`config.mk`:
```
export PLATFORM = sky130hd
export DESIGN_NAME = health_alert_tracker
export DESIGN_NICKNAME = d
export VERILOG_FILES = /design/src/design/hat_pkg.sv /design/src/design/health_alert_tracker.sv
export SDC_FILE = /design/constraint.sdc
export NUM_CORES = 2
export LEC_CHECK = 0
export ABC_CLOCK_PERIOD_IN_PS = 8100
export BUFFER_PORTS_ARGS = -buffer_cell sky130_fd_sc_hd__buf_2
export CORE_ASPECT_RATIO = 0.6
export CORE_UTILIZATION = 50
export DETAILED_ROUTE_END_ITERATION = 16
export PLACE_DENSITY_LB_ADDON = 0.2
export SETUP_SLACK_MARGIN = 0.4
export SLEW_MARGIN = 10
export SYNTH_ARGS = -nofsm -noshare
export SYNTH_HDL_FRONTEND = slang
export SYNTH_SLANG_ARGS = --single-unit
```
`constraint.sdc`:
```
create_clock -name clk -period 8.1 [get_ports clk]
set_input_delay 1.62 -clock clk [delete_from_list [all_inputs] [get_ports clk]]
set_output_delay 1.62 -clock clk [all_outputs]
set_load 0.05 [all_outputs]
```
`src/design/hat_pkg.sv`:
```
// Types and constants for the health alert tracker.
// No dependencies; used by the top level and its checker.
package hat_pkg;

  // Request kinds.
  localparam logic [1:0] REQ_STATUS  = 2'd0;
  localparam logic [1:0] REQ_ALERT   = 2'd1;
  localparam logic [1:0] REQ_RECOVER = 2'd2;
  localparam logic [1:0] REQ_CLEAR   = 2'd3;

  // Probe status codes.
  localparam logic [1:0] ST_UNKNOWN = 2'd0;
  localparam logic [1:0] ST_UP      = 2'd1;
  localparam logic [1:0] ST_DOWN    = 2'd2;

  // Configuration register indexes.
  localparam logic [1:0] CFG_THRESHOLD  = 2'd0;
  localparam logic [1:0] CFG_ALERT_CD   = 2'd1;
  localparam logic [1:0] CFG_RECOVER_CD = 2'd2;

  // Configuration reset values.
  localparam logic [7:0]  THRESHOLD_RST  = 8'd3;
  localparam logic [31:0] ALERT_CD_RST   = 32'd300000;
  localparam logic [31:0] RECOVER_CD_RST = 32'd60000;

  // Milliseconds to seconds: floor(x / 1000) = (x * ceil(2^38 / 1000)) >> 38,
  // exact for every 32-bit x since the rounding error times x stays below 2^38.
  localparam int          MAGIC_W      = 29;
  localparam logic [28:0] MS_DIV_MAGIC = 29'd274877907;
  localparam int          MS_DIV_SHIFT = 38;
  localparam int          PROD_W       = 32 + MAGIC_W;
  localparam int          DOWN_W       = 23;

  // One result between the state update and the output register.
  typedef struct packed {
    logic        alert_due;
    logic        recovery_due;
    logic [15:0] failures;
    logic        alert_active;
    logic [1:0]  status_now;
    logic [31:0] down_ms;
    logic [15:0] latency;
  } hat_result_t;

endpackage

```
`src/design/health_alert_tracker.sv`:
```
// Health alert tracker: one result per item, three-register pipeline.
// An accepted item passes through the input, middle and output registers in turn.
// Throughput: one item per cycle while out_stall does not hold the pipeline; the state update is combinational.
// A multiply-by-reciprocal stage between the middle and output registers forms the seconds.
// Reset (rst_n low, synchronous) empties the pipeline, clears all tracking state
// and returns the configuration registers to 3, 300000 and 60000.
module health_alert_tracker (
  input  logic        clk,
  input  logic        rst_n,
  // Input channel.
  input  logic        in_valid,
  output logic        in_stall,
  input  logic [1:0]  in_req_type,
  input  logic [31:0] in_now_ms,
  input  logic [1:0]  in_probe_status,
  input  logic [15:0] in_probe_latency,
  // Result channel.
  output logic        out_valid,
  input  logic        out_stall,
  output logic        out_alert_due,
  output logic        out_recovery_due,
  output logic [15:0] out_failures,
  output logic        out_alert_active,
  output logic [1:0]  out_status_now,
  output logic [22:0] out_downtime_seconds,
  output logic [15:0] out_latency_out,
  // Configuration write channel.
  input  logic        cfg_valid,
  output logic        cfg_ready,
  input  logic [1:0]  cfg_index,
  input  logic [31:0] cfg_data
);

  // Pipeline valid bits and moves.
  logic in_v_r, in_v_nxt;
  logic mid_v_r, mid_v_nxt;
  logic out_v_r, out_v_nxt;
  logic in_take, mid_ld, out_ld;

  // Input register payload.
  logic [1:0]  req_r;
  logic [31:0] now_r;
  logic [1:0]  probe_r;
  logic [15:0] lat_in_r;

  // Configuration registers.
  logic [7:0]  thr_r;
  logic [31:0] alert_cd_r;
  logic [31:0] recov_cd_r;

  // Tracking state.
  logic [1:0]  cur_r, cur_nxt;
  logic [15:0] cnt_r, cnt_nxt;
  logic [31:0] fft_r, fft_nxt;
  logic        ffv_r, ffv_nxt;
  logic [31:0] last_r, last_nxt;
  logic        lav_r, lav_nxt;
  logic        sent_r, sent_nxt;
  logic        active_r, active_nxt;
  logic        dsv_r, dsv_nxt;
  logic [31:0] saved_r, saved_nxt;
  logic [15:0] stlat_r, stlat_nxt;

  // Working values of the state update.
  logic [1:0]  st_in;
  logic        st_fail;
  logic        cur_fail;
  logic        nxt_fail;
  logic [15:0] cnt_inc;
  logic [31:0] since_alert;
  logic        alert_blk;
  logic        recov_blk;

  hat_pkg::hat_result_t mid_nxt, mid_r;

  // Output register and seconds conversion.
  logic [hat_pkg::PROD_W-1:0] prod;
  logic                       o_alert_r, o_recov_r, o_active_r;
  logic [15:0]                o_fail_r, o_lat_r;
  logic [1:0]                 o_status_r;
  logic [hat_pkg::DOWN_W-1:0] o_down_r;

  // Stage moves: each stage loads when it is empty or its contents move on.
  assign out_ld    = mid_v_r && (!out_v_r || !out_stall);
  assign mid_ld    = in_v_r && (!mid_v_r || out_ld);
  assign in_stall  = in_v_r && !mid_ld;
  assign in_take   = in_valid && !in_stall;
  assign cfg_ready = 1'b1;

  always_comb begin
    in_v_nxt  = in_take ? 1'b1 : (mid_ld ? 1'b0 : in_v_r);
    mid_v_nxt = mid_ld ? 1'b1 : (out_ld ? 1'b0 : mid_v_r);
    out_v_nxt = out_ld ? 1'b1 : (out_stall ? out_v_r : 1'b0);
  end

  always_ff @(posedge clk) begin
    if (!rst_n) begin
      in_v_r  <= 1'b0;
      mid_v_r <= 1'b0;
      out_v_r <= 1'b0;
    end else begin
      in_v_r  <= in_v_nxt;
      mid_v_r <= mid_v_nxt;
      out_v_r <= out_v_nxt;
    end
  end

  // Capture an accepted beat.
  always_ff @(posedge clk) begin
    if (in_take) begin
      req_r    <= in_req_type;
      now_r    <= in_now_ms;
      probe_r  <= in_probe_status;
      lat_in_r <= in_probe_latency;
    end
  end

  // Configuration writes; an index beyond the list is ignored.
  always_ff @(posedge clk) begin
    if (!rst_n) begin
      thr_r      <= hat_pkg::THRESHOLD_RST;
      alert_cd_r <= hat_pkg::ALERT_CD_RST;
      recov_cd_r <= hat_pkg::RECOVER_CD_RST;
    end else if (cfg_valid && cfg_ready) begin
      case (cfg_index)
        hat_pkg::CFG_THRESHOLD:  thr_r      <= cfg_data[7:0];
        hat_pkg::CFG_ALERT_CD:   alert_cd_r <= cfg_data;
        hat_pkg::CFG_RECOVER_CD: recov_cd_r <= cfg_data;
        default: ;
      endcase
    end
  end

  // Apply the request to the tracking state.
  always_comb begin
    st_in    = (probe_r > hat_pkg::ST_DOWN) ? hat_pkg::ST_UNKNOWN : probe_r;
    st_fail  = (st_in == hat_pkg::ST_DOWN) || (st_in == hat_pkg::ST_UNKNOWN);
    cur_fail = (cur_r == hat_pkg::ST_DOWN) || (cur_r == hat_pkg::ST_UNKNOWN);
    cnt_inc  = (cnt_r == 16'hFFFF) ? cnt_r : cnt_r + 16'd1;

    cur_nxt    = cur_r;
    cnt_nxt    = cnt_r;
    fft_nxt    = fft_r;
    ffv_nxt    = ffv_r;
    last_nxt   = last_r;
    lav_nxt    = lav_r;
    sent_nxt   = sent_r;
    active_nxt = active_r;
    dsv_nxt    = dsv_r;
    saved_nxt  = saved_r;
    stlat_nxt  = stlat_r;

    case (req_r)
      hat_pkg::REQ_STATUS: begin
        stlat_nxt = lat_in_r;
        if (cur_r != st_in) begin
          cur_nxt = st_in;
          if (st_fail) begin
            cnt_nxt = cnt_inc;
            // The first failure of a run stamps the start of downtime.
            if (cnt_inc == 16'd1) begin
              fft_nxt = now_r;
              ffv_nxt = 1'b1;
            end
          end else if ((st_in == hat_pkg::ST_UP) && cur_fail && !sent_r) begin
            // Quick recovery before any alert: drop the failure run.
            ffv_nxt = 1'b0;
            cnt_nxt = 16'd0;
          end
        end else if (st_fail) begin
          cnt_nxt = cnt_inc;
        end
      end
      hat_pkg::REQ_ALERT: begin
        sent_nxt   = 1'b1;
        active_nxt = 1'b1;
        last_nxt   = now_r;
        lav_nxt    = 1'b1;
        dsv_nxt    = 1'b1;
      end
      hat_pkg::REQ_RECOVER: begin
        if (ffv_r) begin
          saved_nxt = now_r - fft_r;
        end
        cnt_nxt    = 16'd0;
        sent_nxt   = 1'b0;
        ffv_nxt    = 1'b0;
        dsv_nxt    = 1'b0;
        active_nxt = 1'b0;
        last_nxt   = now_r;
        lav_nxt    = 1'b1;
      end
      default: begin
        cur_nxt    = hat_pkg::ST_UNKNOWN;
        cnt_nxt    = 16'd0;
        ffv_nxt    = 1'b0;
        lav_nxt    = 1'b0;
        sent_nxt   = 1'b0;
        active_nxt = 1'b0;
        dsv_nxt    = 1'b0;
        saved_nxt  = 32'd0;
        stlat_nxt  = 16'd0;
      end
    endcase
  end

  // Result fields from the updated state.
  // Downtime in milliseconds is kept raw; seconds are formed at the output.
  always_comb begin
    nxt_fail    = (cur_nxt == hat_pkg::ST_DOWN) || (cur_nxt == hat_pkg::ST_UNKNOWN);
    since_alert = now_r - last_nxt;
    alert_blk   = lav_nxt && (since_alert < alert_cd_r);
    recov_blk   = lav_nxt && (since_alert < recov_cd_r);

    mid_nxt.alert_due    = nxt_fail && (cnt_nxt >= {8'd0, thr_r}) && !alert_blk;
    mid_nxt.recovery_due = (cur_nxt == hat_pkg::ST_UP) && sent_nxt && dsv_nxt && !recov_blk;
    mid_nxt.failures     = cnt_nxt;
    mid_nxt.alert_active = active_nxt;
    mid_nxt.status_now   = cur_nxt;
    mid_nxt.down_ms      = ffv_nxt ? (now_r - fft_nxt) : saved_nxt;
    mid_nxt.latency      = stlat_nxt;
  end

  // Tracking state registers.
  always_ff @(posedge clk) begin
    if (!rst_n) begin
      cur_r    <= hat_pkg::ST_UNKNOWN;
      cnt_r    <= 16'd0;
      fft_r    <= 32'd0;
      ffv_r    <= 1'b0;
      last_r   <= 32'd0;
      lav_r    <= 1'b0;
      sent_r   <= 1'b0;
      active_r <= 1'b0;
      dsv_r    <= 1'b0;
      saved_r  <= 32'd0;
      stlat_r  <= 16'd0;
    end else if (mid_ld) begin
      cur_r    <= cur_nxt;
      cnt_r    <= cnt_nxt;
      fft_r    <= fft_nxt;
      ffv_r    <= ffv_nxt;
      last_r   <= last_nxt;
      lav_r    <= lav_nxt;
      sent_r   <= sent_nxt;
      active_r <= active_nxt;
      dsv_r    <= dsv_nxt;
      saved_r  <= saved_nxt;
      stlat_r  <= stlat_nxt;
    end
  end

  // Middle register.
  always_ff @(posedge clk) begin
    if (mid_ld) begin
      mid_r <= mid_nxt;
    end
  end

  // Milliseconds to seconds by reciprocal multiplication.
  assign prod = hat_pkg::PROD_W'(mid_r.down_ms) * hat_pkg::PROD_W'(hat_pkg::MS_DIV_MAGIC);

  // Output register.
  always_ff @(posedge clk) begin
    if (out_ld) begin
      o_alert_r  <= mid_r.alert_due;
      o_recov_r  <= mid_r.recovery_due;
      o_fail_r   <= mid_r.failures;
      o_active_r <= mid_r.alert_active;
      o_status_r <= mid_r.status_now;
      o_down_r   <= prod[hat_pkg::MS_DIV_SHIFT +: hat_pkg::DOWN_W];
      o_lat_r    <= mid_r.latency;
    end
  end

  assign out_valid            = out_v_r;
  assign out_alert_due        = o_alert_r;
  assign out_recovery_due     = o_recov_r;
  assign out_failures         = o_fail_r;
  assign out_alert_active     = o_active_r;
  assign out_status_now       = o_status_r;
  assign out_downtime_seconds = o_down_r;
  assign out_latency_out      = o_lat_r;

endmodule

```
* After elaboration in Yosys (flattened, before gate mapping)
Cells that the tools add are included.
Word-level totals: bits in registers 391, input bits 91, output and inout port bits 63, word-level logic and storage cells 128
Operators by class: add/sub/neg operators 4, $mul 1, order comparisons 4, eq/ne operators 13, mux-type cells 33, reductions and logical operators 38
Operator list (count):
- two-way mux 32 bit | 7
- subtractor 32 bit | 3
- two-way mux 16 bit | 5
- less-than comparator 32 bit | 2
- one-hot mux 16 bit (2 select lines) | 2
- one-hot mux 32 bit (2 select lines) | 1
- multiplier 32 x 29 -> 61 bit (second input constant) | 1
- adder 16 x 1 -> 16 bit (second input constant) | 1
- == test 16 x 1 -> 1 bit (second input constant) | 1
- == test 16 bit (second input constant) | 1
- >= comparator 16 x 8 -> 1 bit | 1
- logical AND 1 bit | 13
- == test 2 bit (second input constant) | 5
- logical NOT 2 bit | 5
- two-way mux 1 bit | 10
- one-hot mux 1 bit (2 select lines) | 5
- == test 2 x 1 -> 1 bit (second input constant) | 4
- logical NOT 1 bit | 8
- AND reduction 2 bit | 3
- logical OR 1 bit | 5
- two-way mux 2 bit | 2
- one-hot mux 2 bit (2 select lines) | 1
- nonzero test 2 bit | 2
- OR reduction 2 bit | 2
- 3 further kinds | 3

* Depth between registers and ports, before layout
depth in word-level cells 12, gate-level depth with buffers 27, depth with buffers taken out 25

* Worst setup path before layout
OpenSTA, ideal clock, no wires.
kind reg-to-reg, start register mid_r[36] (netlist name), end register o_down_r, in the netlist out_downtime_seconds[16], data pin, library setup time 0.259 ns, data arrival time 6.684 ns, data required time 7.841 ns, slack 1.157 ns, stages on the path, launching flop included 26, path buffers 0, clock period less this slack 6.943 ns, cells stage by stage edfxtp_1 -> ha_1 -> fa_1 -> fa_1 -> inv_1 -> fa_1 -> inv_1 -> fa_1 -> inv_1 -> fa_1 -> inv_1 -> fa_1 -> inv_1 -> fa_1 -> inv_1 -> ha_1 -> nand3_1 -> or4_1 -> a211o_1 -> a221oi_2 -> o311ai_2 -> a21oi_4 -> a21oi_2 -> o21bai_1 -> a21oi_1 -> xnor2_1
Between the ends: longest elaborated chain between the ends 1
RTL lines:
- start, declared | line health_alert_tracker.sv:74 | hat_pkg::hat_result_t mid_nxt, mid_r;
- start signal, assigned | line health_alert_tracker.sv:256 | mid_r <= mid_nxt;
- multiplier 32 x 29 -> 61 bit | line health_alert_tracker.sv:261 | assign prod = hat_pkg::PROD_W'(mid_r.down_ms) * hat_pkg::PROD_W'(hat_pkg::MS_DIV_MAGIC);
- via prod, one bit | line health_alert_tracker.sv:77 | logic [hat_pkg::PROD_W-1:0] prod;
- end signal, assigned | line health_alert_tracker.sv:271 | o_down_r <= prod[hat_pkg::MS_DIV_SHIFT +: hat_pkg::DOWN_W];
- end, declared | line health_alert_tracker.sv:81 | logic [hat_pkg::DOWN_W-1:0] o_down_r;
The timed path passes the listed nets, and every way through them passes these cells. A chain may end at the register's enable or synchronous reset.

* Worst setup path after layout
start register mid_r[28] (netlist name), end register o_down_r, in the netlist out_downtime_seconds[10], data pin
The elaborated chain is that of the path after synthesis.

==> out/qor.txt <==
Post-synth top flop: dfxtp_1
minimum clock period: 7.46 ns
CP required: 8.43 ns
fillers: 6245
area share of the largest cell type after synthesis: 0.194
Post-Syn Instances: 3749
CP startpoint: mid_r[28]
DR vias/cell: 5.41
Synth cell types: 83
Yosys warnings: 0
Nets: 4877
Max Cap Violations: 0
cell count of the worst reg-to-reg path: 23
FF/Latch Area: 9640 um2
crit path kind: register to register
IO Pins: 154
pwr dens: 230 nW/um2
Die Y: 210 um
Worst-path clk slew: 0.07 ns
Die W: 348 um
Final GP Congestion: 0.987
Setup TNS: 0 ns
largest area contributor in the netlist: ha_1
Crit. End Element: register
status: completed
DP Area: 37900 um2
Synth-to-Final Area Change: 10.6%
ant diodes: 0
Critical path destination: out_downtime_seconds[10]
initial antenna violation count: 2
ys async rst share: 0
CTS Root Cell: clkbuf_16
number of synthesized register bits: 391
reg2reg start: mid_r[28]
skew final: 0.0412 ns
WL per Instance: 19.1 um
Placement Rows: 75
crit start category: register
largest net degree at the start of global routing: 142
drt initial violations: 2139
Worst-Skew Late Latency: 0.59 ns
DRC: 0
WP data arrival: 7.79 ns
achievable frequency: 0.134 GHz
worst vdd ir: 0.296 mV
clk buf depth: 3
Remaining Overflow, GRT: 0
Routed Antenna Nets: 0
endpoints failing setup: 0
Slew HR: 0.199
port bufs: 152
mean area per synthesized cell: 9.60 um2
layout cell share with drive strength beyond 1: 0.0912
DP Wirelength: 75.1 mm
Mapped Area: 36000 um2
reg-to-reg endpoint: out_downtime_seconds[10]
final hold viol count: 0
vias in the first global route: 25900
final instance area: 39800 um2
CTS tree: built
H-tree depth: 2
Post-synth EDFFs: 181
register area share after synthesis: 0.268
core area: 70500 um2
RSZ-0062 raised after global routing: true
HP Class: register to register
multi-input logic area: 23600 um2
static leakage: 18.8 nW
Num CTS Buffers: 40
Slew @ Worst Pin: 1.20 ns
part of the cycle the worst path needs: 0.921
Pins Over Slew Limit: 0
first-pass GRT wire length: 148 mm
total clock sinks: 391
syn_nets: 4699
initial core utilization: 0.510
routed vias: 26600
Total GRT Usage: 0.262
WL final: 94.2 mm
Worst R2R Setup Slack: 0.64 ns
DRT Pass-1 Iters: 5
largest cells by area after synthesis: ha_1, fa_1, edfxtp_1
Total Die Area: 73100 um2
Crit Path Max Fanout: 7
worst max-delay path, stage by stage, from the launching register on:
cell,delay [ns]
edfxtp_1,0.56
ha_1,0.38
fa_1,0.42
fa_1,0.49
inv_1,0.05
fa_1,0.47
inv_1,0.05
fa_1,0.48
fa_1,0.50
fa_1,0.49
inv_1,0.05
fa_1,0.47
inv_1,0.04
ha_1,0.39
nand4_1,0.15
or4_1,0.53
a211o_1,0.32
a221oi_4,0.33
o311ai_4,0.15
a21oi_4,0.31
a21oi_1,0.17
o21bai_1,0.20
a21oi_1,0.10
xnor2_1,0.12
power by group:
part | total, W | switching, W | internal (W)
sequential | 0.00228 | 0.0000697 | 0.00221
combinational | 0.00490 | 0.00290 | 0.00200
clock | 0.00198 | 0.000841 | 0.00114
total | 0.00916 | 0.00381 | 0.00535
how the worst min path moves through the flow:
| stage | from | end | slack (ns) | cells after the start |
|---|---|---|---|---|
| floorplan | mid_r[50] | out_alert_active | 0.40 | 0 |
| global placement | mid_r[61] | out_failures[10] | 0.40 | 0 |
| detailed placement | mid_r[68] | out_alert_due | 0.40 | 0 |
| CTS | mid_r[68] | out_alert_due | 0.42 | 0 |
| global route | mid_r[65] | out_failures[14] | 0.42 | 0 |
| finish | mid_r[62] | out_failures[11] | 0.41 | 0 |
synthesized netlist by cell type (84+ instances only):
cell type and n:
a21boi_0 133, a21o_1 87, a21oi_1 177, clkbuf_1 84
dfxtp_1 210, edfxtp_1 181, fa_1 301, ha_1 558
inv_1 652, nand2_1 414, nor2_1 149, o21ai_0 101
stage by stage:
stage / hold slack (ns) / util / setup slack (ns) / std cells / power (W)
after detailed placement: 0.405 / 0.538 / 0.410 / 4799 / 0.00701
after global routing: 0.422 / 0.564 / 0.365 / 4921 / 0.00996
after global placement: 0.400 / 0.538 / 0.567 / 4799 / 0.00698
after floorplan: 0.400 / - / 1.16 / 3749 / 0.00578
after CTS: 0.416 / 0.557 / 0.421 / 4873 / 0.00903
final: 0.415 / 0.564 / 0.638 / 4921 / 0.00916
registers in the layout (all words and copies together) (netlist names), 8 cells and up:
signal	cells
cnt_r	16
mid_r	69
alert_cd_r	32
lat_in_r	16
thr_r	8
saved_r	32
last_r	32
recov_cd_r	32
out_latency_out	16
fft_r	32
stlat_r	16
out_failures	16
now_r	32
out_downtime_seconds	23
final cells by class:
type	count	area share
clock buffers	49	0.0276
clock inverters	25	0.00739
inverters	652	0.0617
multi-input cells	2600	0.595
flip-flops and latches	391	0.242
well taps	962	0.0303
repair buffers	242	0.0362
metal layers:
layer / global-route usage / share of wire / wire length, um
met5: 0.0118 / 0.0012 / 116
met4: 0.0324 / 0.0091 / 854
met3: 0.0948 / 0.11 / 10700
met2: 0.330 / 0.36 / 33900
met1: 0.422 / 0.52 / 48600
cell families (layout without fill, tap and decap cells):
group / Yosys count / after routing / synth area share
xor gates and xnor gates: 102 / 102 / 0.0248
buffers and inverters: 758 / 968 / 0.0798
adders and majority gates: 859 / 859 / 0.362
AOI/OAI and AO/OA: 766 / 766 / 0.146
other: 1 / 1 / 0.000104
and+or+nand+nor: 801 / 801 / 0.100
DFF: 391 / 391 / 0.268
muxes: 71 / 71 / 0.0198
what timing repair did:
action | in CTS | in global routing
gates resized for setup | 0 | 21
hold buffers | 0 | 0
setup endpoints to repair | 0 | 17
buffers inserted | 0 | 48
layout by cell type (no fill, tap or decap), types with 34 or more instances in the layout:
master	count
mux2i_1	69
edfxtp_1	181
dfxtp_1	210
fa_1	301
a21boi_0	132
a22oi_1	38
xnor2_1	68
nor2_1	148
buf_2	151
a21oi_1	177
inv_1	651
nand3_1	40
xor2_1	34
ha_1	550
a21o_1	87
o21ai_0	100
nand2_1	414
clkbuf_16	42
buf_4	89
o211a_1	39
No activity file was read; power rests on OpenSTA's default activity.
